## config.mk

```make
export PLATFORM = sky130hd
export DESIGN_NAME = bft_ctrl
export DESIGN_NICKNAME = d
export VERILOG_FILES = /design/src/hw/rtl/bft_pkg.sv /design/src/hw/rtl/bft_ctrl.sv
export SDC_FILE = /design/constraint.sdc
export NUM_CORES = 1
export LEC_CHECK = 0
export BUFFER_PORTS_ARGS = -buffer_cell sky130_fd_sc_hd__clkbuf_2
export CORE_AREA = 3 3 40 42
export CTS_CLUSTER_DIAMETER = 60
export DETAILED_ROUTE_END_ITERATION = 10
export DIE_AREA = 0 0 43 45
export PLACE_DENSITY = 0.57
export SYNTH_ARGS = -nofsm -noshare
export SYNTH_HDL_FRONTEND = slang
export SYNTH_SLANG_ARGS = --single-unit
```

## constraint.sdc

```tcl
create_clock -name clk -period 4.2 [get_ports clk]
set_clock_uncertainty 0.2 [all_clocks]
set_input_delay 1.26 -clock clk [delete_from_list [all_inputs] [get_ports clk]]
set_output_delay 1.26 -clock clk [all_outputs]
set_load 0.005 [all_outputs]
```

## src/hw/rtl/bft_pkg.sv

```systemverilog
package bft_pkg;

	localparam int unsigned TABLE_WORDS_DEF = 1048576;
	localparam int unsigned NUM_HASH = 8;
	localparam int unsigned HASH_W = 32;
	// The word index is formed in steps for the reciprocal product, the
	// back-multiplication by the word count and the final correction.
	localparam int unsigned DIV_STEPS = 3;

	localparam logic [31:0] CRC_POLY = 32'hEDB88320;
	localparam logic [31:0] FNV_PRIME = 32'd16777619;
	localparam logic [31:0] MYSQL_ADDEND_INIT = 32'd4;
	localparam logic [31:0] MYSQL_ADDEND_INC = 32'd3;

	typedef enum logic [2:0] {
		ST_CLEAR,
		ST_IDLE,
		ST_LOAD,
		ST_DIV,
		ST_READ,
		ST_CHECK,
		ST_DONE
	} bft_state_t;

	typedef struct packed {
		logic clr_we;
		logic absorb;
		logic seen_init;
		logic div_load;
		logic div_step;
		logic mem_read;
		logic check;
		logic next_probe;
		logic out_load;
		logic restart;
	} bft_cmd_t;

	typedef struct packed {
		logic clr_done;
		logic div_last;
		logic last_probe;
		logic out_busy;
	} bft_sts_t;

	function automatic logic [31:0] hash_init(input logic [2:0] k);
		logic [31:0] v;
		unique case (k)
			3'd4: v = 32'd1;
			3'd5: v = 32'hFFFFFFFF;
			default: v = 32'd0;
		endcase
		return v;
	endfunction

	function automatic logic [31:0] hash_final(input logic [2:0] k, input logic [31:0] h);
		logic [31:0] v;
		unique case (k)
			3'd2: v = h & 32'h7FFFFFFF;
			3'd5: v = ~h;
			default: v = h;
		endcase
		return v;
	endfunction

endpackage

```

## src/hw/rtl/bft_ctrl.sv

```systemverilog
module bft_ctrl (
	input  logic              clk,
	input  logic              arst_n,
	input  logic              in_valid,
	input  logic              in_last,
	output logic              in_ready,
	input  bft_pkg::bft_sts_t sts,
	output bft_pkg::bft_cmd_t cmd
);
	import bft_pkg::*;

	bft_state_t state_q, state_d;

	always_ff @(posedge clk or negedge arst_n) begin
		if (!arst_n) begin
			state_q <= ST_CLEAR;
		end else begin
			state_q <= state_d;
		end
	end

	always_comb begin
		state_d = state_q;
		cmd = '0;
		in_ready = 1'b0;
		unique case (state_q)
			ST_CLEAR: begin
				cmd.clr_we = 1'b1;
				if (sts.clr_done) begin
					state_d = ST_IDLE;
				end
			end
			ST_IDLE: begin
				in_ready = 1'b1;
				if (in_valid) begin
					cmd.absorb = 1'b1;
					if (in_last) begin
						cmd.seen_init = 1'b1;
						state_d = ST_LOAD;
					end
				end
			end
			ST_LOAD: begin
				cmd.div_load = 1'b1;
				state_d = ST_DIV;
			end
			ST_DIV: begin
				cmd.div_step = 1'b1;
				if (sts.div_last) begin
					state_d = ST_READ;
				end
			end
			ST_READ: begin
				cmd.mem_read = 1'b1;
				state_d = ST_CHECK;
			end
			ST_CHECK: begin
				cmd.check = 1'b1;
				if (sts.last_probe) begin
					state_d = ST_DONE;
				end else begin
					cmd.next_probe = 1'b1;
					state_d = ST_LOAD;
				end
			end
			ST_DONE: begin
				if (!sts.out_busy) begin
					cmd.out_load = 1'b1;
					cmd.restart = 1'b1;
					state_d = ST_IDLE;
				end
			end
			default: begin
				state_d = ST_IDLE;
			end
		endcase
	end

endmodule

```

# == After elaboration in Yosys (flattened, before gate mapping) ==
# Cells that the tools add are included.
# totals
input_bits,8
ff_bits,3
out_inout_bits,11
# classes
eq_ne,11
n_reduce_logical,2
muxes,19
# op_table
operator,count
$pmux 3 s7,1
$mux 3,6
$mux 2,5
$ne 2x2->1 const B,5
$eq 3x3->1 const B,3
$mux 1,7
$eq 3x2->1 const B,2
$reduce_and 5->1,1
$eq 3x1->1 const B,1
$logic_not 3->1,1

# == Longest topological paths before layout ==
# Gate-level depths: netlist (run 1).
# logic_depth
ltp_word,3
ltp_mapped,4
depth_no_buf,3

# == Least setup slack after synthesis (run 1) ==
# No wires, ideal clock.
# synth_timing
kind,input to output
start,input port sts[0] (netlist bit)
end,output port cmd[1] (netlist bit)
arrival_ns,1.729
t_required_ns,2.740
setup_slack_ns,1.011
stages,2
n_path_buf,1
cell_sequence,nor4_1 > buf_4
# synth_rtl
element,line,text
start: declaration,bft_ctrl.sv:7,"input bft_pkg::bft_sts_t sts,"
end: declaration,bft_ctrl.sv:8,output bft_pkg::bft_cmd_t cmd

==> results of run 1 <==
cells by family (layout without fill, tap and decap cells):
kind of cell,after synthesis,in the layout,share of synthesized area (%)
AO/OA/AOI/OAI,8,8,21.7
buffers and inverters,7,25,14.8
AND/OR/NAND/NOR,18,18,37.4
flip-flops,3,3,26.1
layout make-up:
cell class              instances  area [µm²]  share of cell area (%)
multi-input cells              26         170                    43.5
repair buffers                 18        90.1                    23.0
flip-flops and latches          3        75.1                    19.2
clock buffers                   4        26.3                    6.71
well taps                      15        18.8                    4.79
inverters                       3        11.3                    2.88
cells in the mapped netlist:
library cell	number
a211oi_1	1
a21o_1	1
a21oi_1	1
a2bb2oi_1	1
a311oi_2	1
and2_1	1
and3_1	3
and3_4	1
buf_2	1
buf_4	2
buf_6	1
dfrtp_1	3
inv_1	2
inv_2	1
nand2_1	2
nand2b_1	2
nand3_1	1
nand4b_1	1
nor2_1	1
nor2b_1	1
nor3_1	3
nor4_1	2
o21ai_0	1
o21ai_1	1
o21ai_2	1
stage by stage:
stage          setup slack, ps  total power, mW
3_3_place_gp               947            0.210
2_1_floorplan             1010            0.181
5_1_grt                    899            0.291
6_report                   952            0.261
4_1_cts                    937            0.266
3_5_place_dp               937            0.211
where the power goes:
part	switching (mW)	leakage, nW	internal (mW)	total (mW)
Clock	0.0154	0.0150	0.0356	0.0510
Sequential	0.0406	0.0357	0.0418	0.0823
Combinational	0.0571	0.159	0.0710	0.128
Total	0.113	0.210	0.148	0.261
worst max-delay path by stage:
stage                     startpoint  slack (ps)  depth (start not counted)  endpoint
after global routing          sts[0]         900                          3    cmd[1]
after detailed placement      sts[0]         940                          3    cmd[0]
after global placement        sts[0]         950                          3    cmd[1]
final                         sts[0]         950                          3    cmd[0]
after floorplan               sts[0]        1010                          2    cmd[1]
after CTS                     sts[0]         940                          3    cmd[0]
layer usage:
metal	global-route usage (%)	share of wire (%)	routed length, µm
met1	10.4	42	328
met4	12.7	5.3	41
met3	2.79	9.7	75
met2	12.9	42	328
met5	0	0	0
==> flow_metrics.tcl, run 1 <==
set metrics [dict create \
    status "finished clean" \
    crit_slowest_cell "nor4_1" \
    leakage_nw 0.210 \
    path_max_fanout 4 \
    hold_class "flop to flop" \
    crit_top_cell "clkbuf_2" \
    hp-start "state_q[2]$_DFFE_PN0P_" \
    synth_seq_area_share_pct 26.1 \
    cts_buffers 3 \
    io_pins 19 \
    routabilityCongestion 0.767 \
    whs_ps 454 \
    tightest_slew_ps 451 \
    cp_num_buf_inv 2 \
    syn_inst 36 \
    reg2reg_slack_ps 2750 \
    firstDrtPassIters 4 \
    crit_required_ps 2740 \
    max_freq_mhz 308 \
    cts.sinks 3 \
    grt_pass1_wl_um 1230 \
    rsz0062_at_grt "no" \
    clk_latency_ps 230 \
    cp_slowest_stage_delay_ps 250 \
    cts_tree "done" \
    syn_area_per_cell_um2 7.99 \
    startpoint_type "primary input" \
    synth_top_cell_area_share_pct 26.1 \
    layout_commonest_cell "clkbuf_2" \
    area.growth.synth_to_final_pct 36.1 \
    grt_pass1_vias 292 \
    cts_hold_buf 0 \
    yosysUniqueCellTypes 25 \
    synth.top_cells.by_area "dfrtp_1 26%, and3_1 6.5%, nor3_1 5.2%" \
    ys_warn_count 0 \
    placed_cell_area_um2 365 \
    largest-register "state_q" \
    cap_viol_max_count 0 \
    path_cells "clkbuf_2 -> nor4_1 -> clkbuf_2" \
    mostFrequentLayoutCells "18 x clkbuf_2, 3 x nor3_1, 3 x and3_1, 3 x clkbuf_4, 3 x dfrtp_1" \
    reg2reg_from "state_q[0]$_DFFE_PN0P_" \
    num_rows 13 \
    post-route-util_pct 30.5 \
    worstHoldPathCells 1 \
    finalSetupViolations 0 \
    cp-end-kind "output pin" \
    nets 63 \
    post-route-drc-count 0 \
    dpl.hpwl_um 574 \
    routed_wirelength_um 774 \
    ir_worst_vdd_uv 173 \
    netlist_area_um2 288 \
    fill_cells 152 \
    syn-num-nets 44 \
    cts_setup_buffers 0 \
    reg2reg_depth 3 \
    fin_crit_ps 3250 \
    initialDrtViolationCount 13 \
    crit_type "primary input to output pin" \
    grt_max_degree 16 \
    io_buffer_count 18 \
    root_buffer "clkbuf_4" \
    slew_violations 0 \
    regToRegEndpoint "state_q[1]$_DFFE_PN0P_" \
    initial_core_util_pct 22.4 \
    cts.htree.levels 1 \
    power_density_nw_per_um2 668 \
    antenna_left 0 \
    hold_violations 0 \
    core_um2 1280 \
    finalNonFillerCells 69 \
    timing.final.crit_share_pct 77.3 \
    largestRegisters "state_q: 3 flops" \
    dr_total_vias 324 \
    avgRoutedWirePerCell_um 11.2 \
    viasPerCell 4.70 \
    grt_usage_pct 9.52 \
    final_area_um2 392 \
    grt-ovfl-total 0 \
    clk_pin_slew_worst_paths_ps 40 \
    dp_cells 65 \
    antenna_found_initial 0 \
    synth.largest_area_cell "dfrtp_1" \
    crit_arrival_ps 1790 \
    largest_register_ffs 3 \
    ctsLongestPathBuffers 2 \
    synth-seq-cells 3 \
    cts-resized-gates 0 \
    dieHeight_um 45 \
    die_w_um 43 \
    hold_end "state_q[0]$_DFFE_PN0P_" \
    crit_family "buffers and inverters" \
    finalSetupTns_ps 0 \
    antenna_cells 0 \
    fp.dieArea_um2 1940 \
    drive_gt1_share_pct 46.3 \
    slew-limit-headroom_pct 69.9 \
]
No activity file was read; power rests on OpenSTA's default activity.
==> run 2: changes to the inputs <==
--- a/config.mk
+++ b/config.mk
@@ -10,7 +10,7 @@
 export CTS_CLUSTER_DIAMETER = 60
 export DETAILED_ROUTE_END_ITERATION = 10
 export DIE_AREA = 0 0 43 45
-export PLACE_DENSITY = 0.57
+export PLACE_DENSITY = 0.58
 export SYNTH_ARGS = -nofsm -noshare
 export SYNTH_HDL_FRONTEND = slang
 export SYNTH_SLANG_ARGS = --single-unit
==> constraint.sdc (replaced) <==
create_clock -name clk -period 2.8 [get_ports clk]
set_clock_uncertainty 0.2 [all_clocks]
set_input_delay 0.84 -clock clk [delete_from_list [all_inputs] [get_ports clk]]
set_output_delay 0.84 -clock clk [all_outputs]
set_load 0.005 [all_outputs]
==> run 2 against run 1 <==
Against the previous run:
- first-iteration DRC count is 38% lower
- utilization stayed put
- worst setup slack got worse by 580 ps
- critical path type is now flop to output pin
- critical endpoint is now cmd[7]
- largest power group unchanged
==> flow_metrics.tcl, run 2 (synthesized netlist as in run 1, its figures left out) <==
set metrics [dict create \
    status "finished clean" \
    dr_total_vias 317 \
    pwr-share-comb_pct 48.9 \
    slew-limit-headroom_pct 68.8 \
    grt_usage_pct 8.77 \
    whs_ps 195 \
    drive_gt1_share_pct 46.3 \
    hold_violations 0 \
    cts.sinks 3 \
    cts-resized-gates 0 \
    cap_viol_max_count 0 \
    reg2reg_from "state_q[0]$_DFFE_PN0P_" \
    clk_pin_slew_worst_paths_ps 40 \
    p_seq_share_pct 31.6 \
    finalSetupViolations 0 \
    largest_register_ffs 3 \
    dp_cells 65 \
    cp_num_buf_inv 1 \
    ir_worst_vdd_uv 318 \
    routed_wirelength_um 713 \
    p_switching_mw 0.168 \
    largest-register "state_q" \
    clockPowerShare_pct 19.5 \
    finalSetupTns_ps 0 \
    antenna_left 0 \
    initialDrtViolationCount 8 \
    power_density_nw_per_um2 997 \
    path_cells "and3_4 -> and3_1 -> clkbuf_2" \
    layout_commonest_cell "clkbuf_2" \
    grt_pass1_vias 287 \
    viasPerCell 4.59 \
    core_um2 1280 \
    p_int_mw 0.223 \
    crit_required_ps 1760 \
    finalNonFillerCells 69 \
    area.growth.synth_to_final_pct 36.1 \
    num_rows 13 \
    cp_slowest_stage_delay_ps 620 \
    reg2reg_slack_ps 1340 \
    io_pins 19 \
    initial_core_util_pct 22.4 \
    cts_buffers 3 \
    crit_type "flop to output pin" \
    cts_hold_buf 0 \
    dieHeight_um 45 \
    max_freq_mhz 412 \
    crit_slowest_cell "dfrtp_1" \
    slew_violations 0 \
    nets 63 \
    routabilityCongestion 0.765 \
    timing.final.crit_share_pct 86.8 \
    largestRegisters "state_q: 3 flops" \
    rsz0062_at_grt "no" \
    antenna_found_initial 0 \
    cts.htree.levels 1 \
    reg2reg_depth 3 \
    io_buffer_count 18 \
    path_max_fanout 15 \
    firstDrtPassIters 4 \
    swShare_pct 43.0 \
    post-route-util_pct 30.5 \
    ctsLongestPathBuffers 2 \
    mostFrequentLayoutCells "18 x clkbuf_2, 3 x nor3_1, 3 x and3_1, 3 x clkbuf_4, 3 x dfrtp_1" \
    startpoint_type "flop" \
    crit_arrival_ps 1390 \
    antenna_cells 0 \
    clk_latency_ps 230 \
    cts_tree "done" \
    die_w_um 43 \
    hold_class "primary input to async pin" \
    regToRegEndpoint "state_q[1]$_DFFE_PN0P_" \
    crit_family "flip-flops" \
    leakage_nw 0.210 \
    grt_max_degree 16 \
    grt-ovfl-total 0 \
    cts_setup_buffers 0 \
    root_buffer "clkbuf_4" \
    avgRoutedWirePerCell_um 10.3 \
    cp-end-kind "output pin" \
    fp.dieArea_um2 1940 \
    fin_crit_ps 2430 \
    dpl.hpwl_um 543 \
    tightest_slew_ps 468 \
    grt_pass1_wl_um 1200 \
    post-route-drc-count 0 \
]
[run 2: cell counts in the layout (fill, tap and decap cells not counted)]
Identical to the previous run, type by type.
[run 2: through the flow]
step,power (mW),cell area [µm²],setup WS (ps)
floorplan,0.271,288,451
global placement,0.316,365,384
detailed placement,0.317,365,370
CTS,0.398,392,331
finish,0.390,392,370
global route,0.436,392,220
[run 2: final cells by class]
class,instances,area [µm²]
clock buffer,4,26.3
fill,153,893
inverter,3,11.3
multi-input combinational,26,170
sequential,3,75.1
tap,15,18.8
timing repair buffer,18,90.1
[run 2: power groups by stage]
stage,registers [mW],logic (mW),clock network [mW]
2_1_floorplan,0.0749,0.196,0
3_3_place_gp,0.123,0.193,0
3_5_place_dp,0.122,0.195,0
4_1_cts,0.123,0.195,0.0795
5_1_grt,0.133,0.216,0.0866
6_report,0.123,0.191,0.0759
[run 2: how the worst max path moves through the flow]
stage | start | end | slack, ps | depth (start not counted)
4_1_cts | state_q[2]$_DFFE_PN0P_ | cmd[0] | 330 | 3
3_5_place_dp | sts[0] | cmd[0] | 370 | 3
2_1_floorplan | sts[0] | cmd[1] | 450 | 2
6_report | state_q[0]$_DFFE_PN0P_ | cmd[7] | 370 | 3
5_1_grt | state_q[2]$_DFFE_PN0P_ | cmd[1] | 220 | 3
3_3_place_gp | sts[0] | cmd[1] | 380 | 3
[run 2: per-layer routing]
layer  share of wire (%)  track usage, %
met1                  48            10.9
met2                  43            11.4
met3                 8.8            3.98
met4                   0            7.23
met5                   0               0
==> run 3: changes to the inputs <==
--- a/config.mk
+++ b/config.mk
@@ -10,7 +10,7 @@
 export CTS_CLUSTER_DIAMETER = 60
 export DETAILED_ROUTE_END_ITERATION = 10
 export DIE_AREA = 0 0 43 45
-export PLACE_DENSITY = 0.58
+export PLACE_DENSITY = 0.57
 export SYNTH_ARGS = -nofsm -noshare
 export SYNTH_HDL_FRONTEND = slang
 export SYNTH_SLANG_ARGS = --single-unit
==> constraint.sdc (replaced) <==
create_clock -name clk -period 2.3 [get_ports clk]
set_clock_uncertainty 0.2 [all_clocks]
set_input_delay 0.69 -clock clk [delete_from_list [all_inputs] [get_ports clk]]
set_output_delay 0.69 -clock clk [all_outputs]
set_load 0.005 [all_outputs]
==> run 3 against run 2 <==
Against the previous run:
- total power up 31%
- largest cell class unchanged
- hold slack worse by 150 ps
- combinational power up 68%
- die area unchanged
- register-to-register slack worse by 440 ps
==> flow_metrics.tcl, run 3 (synthesized netlist as in run 1, its figures left out) <==
set metrics [dict create \
    grt_pass1_wl_um 1280 \
    fill_cells 150 \
    startpoint_type "primary input" \
    crit_slowest_cell "nor4_1" \
    status "finished clean" \
    placed_cell_area_um2 388 \
    routabilityCongestion 0.834 \
    cts_buffers 3 \
    cts.sinks 3 \
    crit_type "primary input to output pin" \
    leakage_nw 0.225 \
    cts_tree "done" \
    crit_top_cell "clkbuf_2" \
    p_seq_share_pct 19.3 \
    cts.htree.levels 1 \
    routed_wirelength_um 747 \
    crit_arrival_ps 1220 \
    finalSetupTns_ps 0 \
    slew-limit-headroom_pct 79.0 \
    io_buffer_count 18 \
    topRoutingLayerUsed "met3" \
    tightest_slew_ps 312 \
    dr_wl_met2_um 354 \
    cap_viol_max_count 0 \
    timing.final.crit_share_pct 91.5 \
    fp.dieArea_um2 1940 \
    layout_commonest_cell "clkbuf_2" \
    antenna_cells 0 \
    cp-end-kind "output pin" \
    firstDrtPassIters 4 \
    final_area_um2 414 \
    viasPerCell 4.67 \
    cts-resized-gates 0 \
    pwr-share-comb_pct 62.5 \
    post-route-drc-count 0 \
    clockPowerShare_pct 18.2 \
    path_max_fanout 4 \
    swShare_pct 41.2 \
    p_switching_mw 0.211 \
    initialDrtViolationCount 5 \
    fin_crit_ps 2110 \
    antenna_left 0 \
    reg2reg_slack_ps 900 \
    p_int_mw 0.301 \
    num_rows 13 \
    wl_met3_um 64 \
    root_buffer "clkbuf_4" \
    core_um2 1280 \
    finalSetupViolations 0 \
    cts_setup_buffers 0 \
    max_freq_mhz 475 \
    power_density_nw_per_um2 1240 \
    ir_worst_vdd_uv 322 \
    avgRoutedWirePerCell_um 10.4 \
    slew_violations 0 \
    cts_hold_buf 0 \
    antenna_found_initial 0 \
    hold_violations 0 \
    dieHeight_um 45 \
    grt_pass1_vias 322 \
    drive_gt1_share_pct 49.1 \
    grt_usage_pct 9.16 \
    clk_pin_slew_worst_paths_ps 40 \
    die_w_um 43 \
    clk_latency_ps 230 \
    grt_max_degree 11 \
    wl_met1_um 328 \
    largest_register_ffs 3 \
    total_power_mw 0.512 \
    io_pins 19 \
    dpl.hpwl_um 589 \
    initial_core_util_pct 22.4 \
    path_cells "clkbuf_2 -> nor4_1 -> clkbuf_2" \
    largestRegisters "state_q: 3 flops" \
    hold_class "primary input to async pin" \
    largest-register "state_q" \
    grt-ovfl-total 0 \
    cp_slowest_stage_delay_ps 240 \
    rsz0062_at_grt "no" \
    ctsLongestPathBuffers 2 \
    area.growth.synth_to_final_pct 43.9 \
    crit_required_ps 1410 \
    dr_total_vias 336 \
    nets 66 \
]
## run 3: per-layer routing
layer,track usage (%),vias to the layer above
li1,-,169
met1,10.1,153
met2,13.2,14
met3,4.78,0
met4,7.23,0
met5,0,-
## run 3: stage by stage
step / setup slack [ps] / hold slack [ps] / std cells / util, %
2_1_floorplan: 251 / 194 / 36 / -
3_3_place_gp: 192 / 289 / 68 / 30.2
3_5_place_dp: 178 / 289 / 68 / 30.2
4_1_cts: 178 / 35.8 / 72 / 32.2
5_1_grt: 99.3 / 30.0 / 72 / 32.2
6_report: 195 / 44.0 / 72 / 32.2
## run 3: area by class of cell
cell class	instances	area [µm²]	share of cell area (%)
Clock buffer	4	26.3	6.34
Sequential cell	3	75.1	18.1
Tap cell	15	18.8	4.53
Inverter	3	11.3	2.72
Multi-Input combinational cell	26	170	41.1
Timing Repair Buffer	21	113	27.2
## run 3: worst max-delay path, delay by kind of cell
family | cells | cell delay [ps]
buffers and inverters | 2 | 290
and+or+nand+nor | 1 | 240
## run 3: path summary, 6_finish.rpt
kind / startpoint / to / cells past startpoint
setup / recovery: sts[0] / cmd[0] / 3
hold / removal: arst_n / state_q[2]$_DFFE_PN0P_ / 1
setup reg to reg: state_q[0]$_DFFE_PN0P_ / state_q[1]$_DFFE_PN0P_ / 4
hold reg to reg: state_q[2]$_DFFE_PN0P_ / state_q[0]$_DFFE_PN0P_ / 2
max in group asynchronous: arst_n / state_q[0]$_DFFE_PN0P_ / 1
min in group clk: state_q[2]$_DFFE_PN0P_ / state_q[0]$_DFFE_PN0P_ / 2
## run 3: power by group through the flow
stage / Combinational [mW] / Sequential, mW / Clock, mW
floorplan: 0.239 / 0.0911 / 0
detailed placement: 0.324 / 0.101 / 0
CTS: 0.325 / 0.100 / 0.0982
global placement: 0.323 / 0.101 / 0
global route: 0.364 / 0.105 / 0.105
finish: 0.320 / 0.0990 / 0.0930
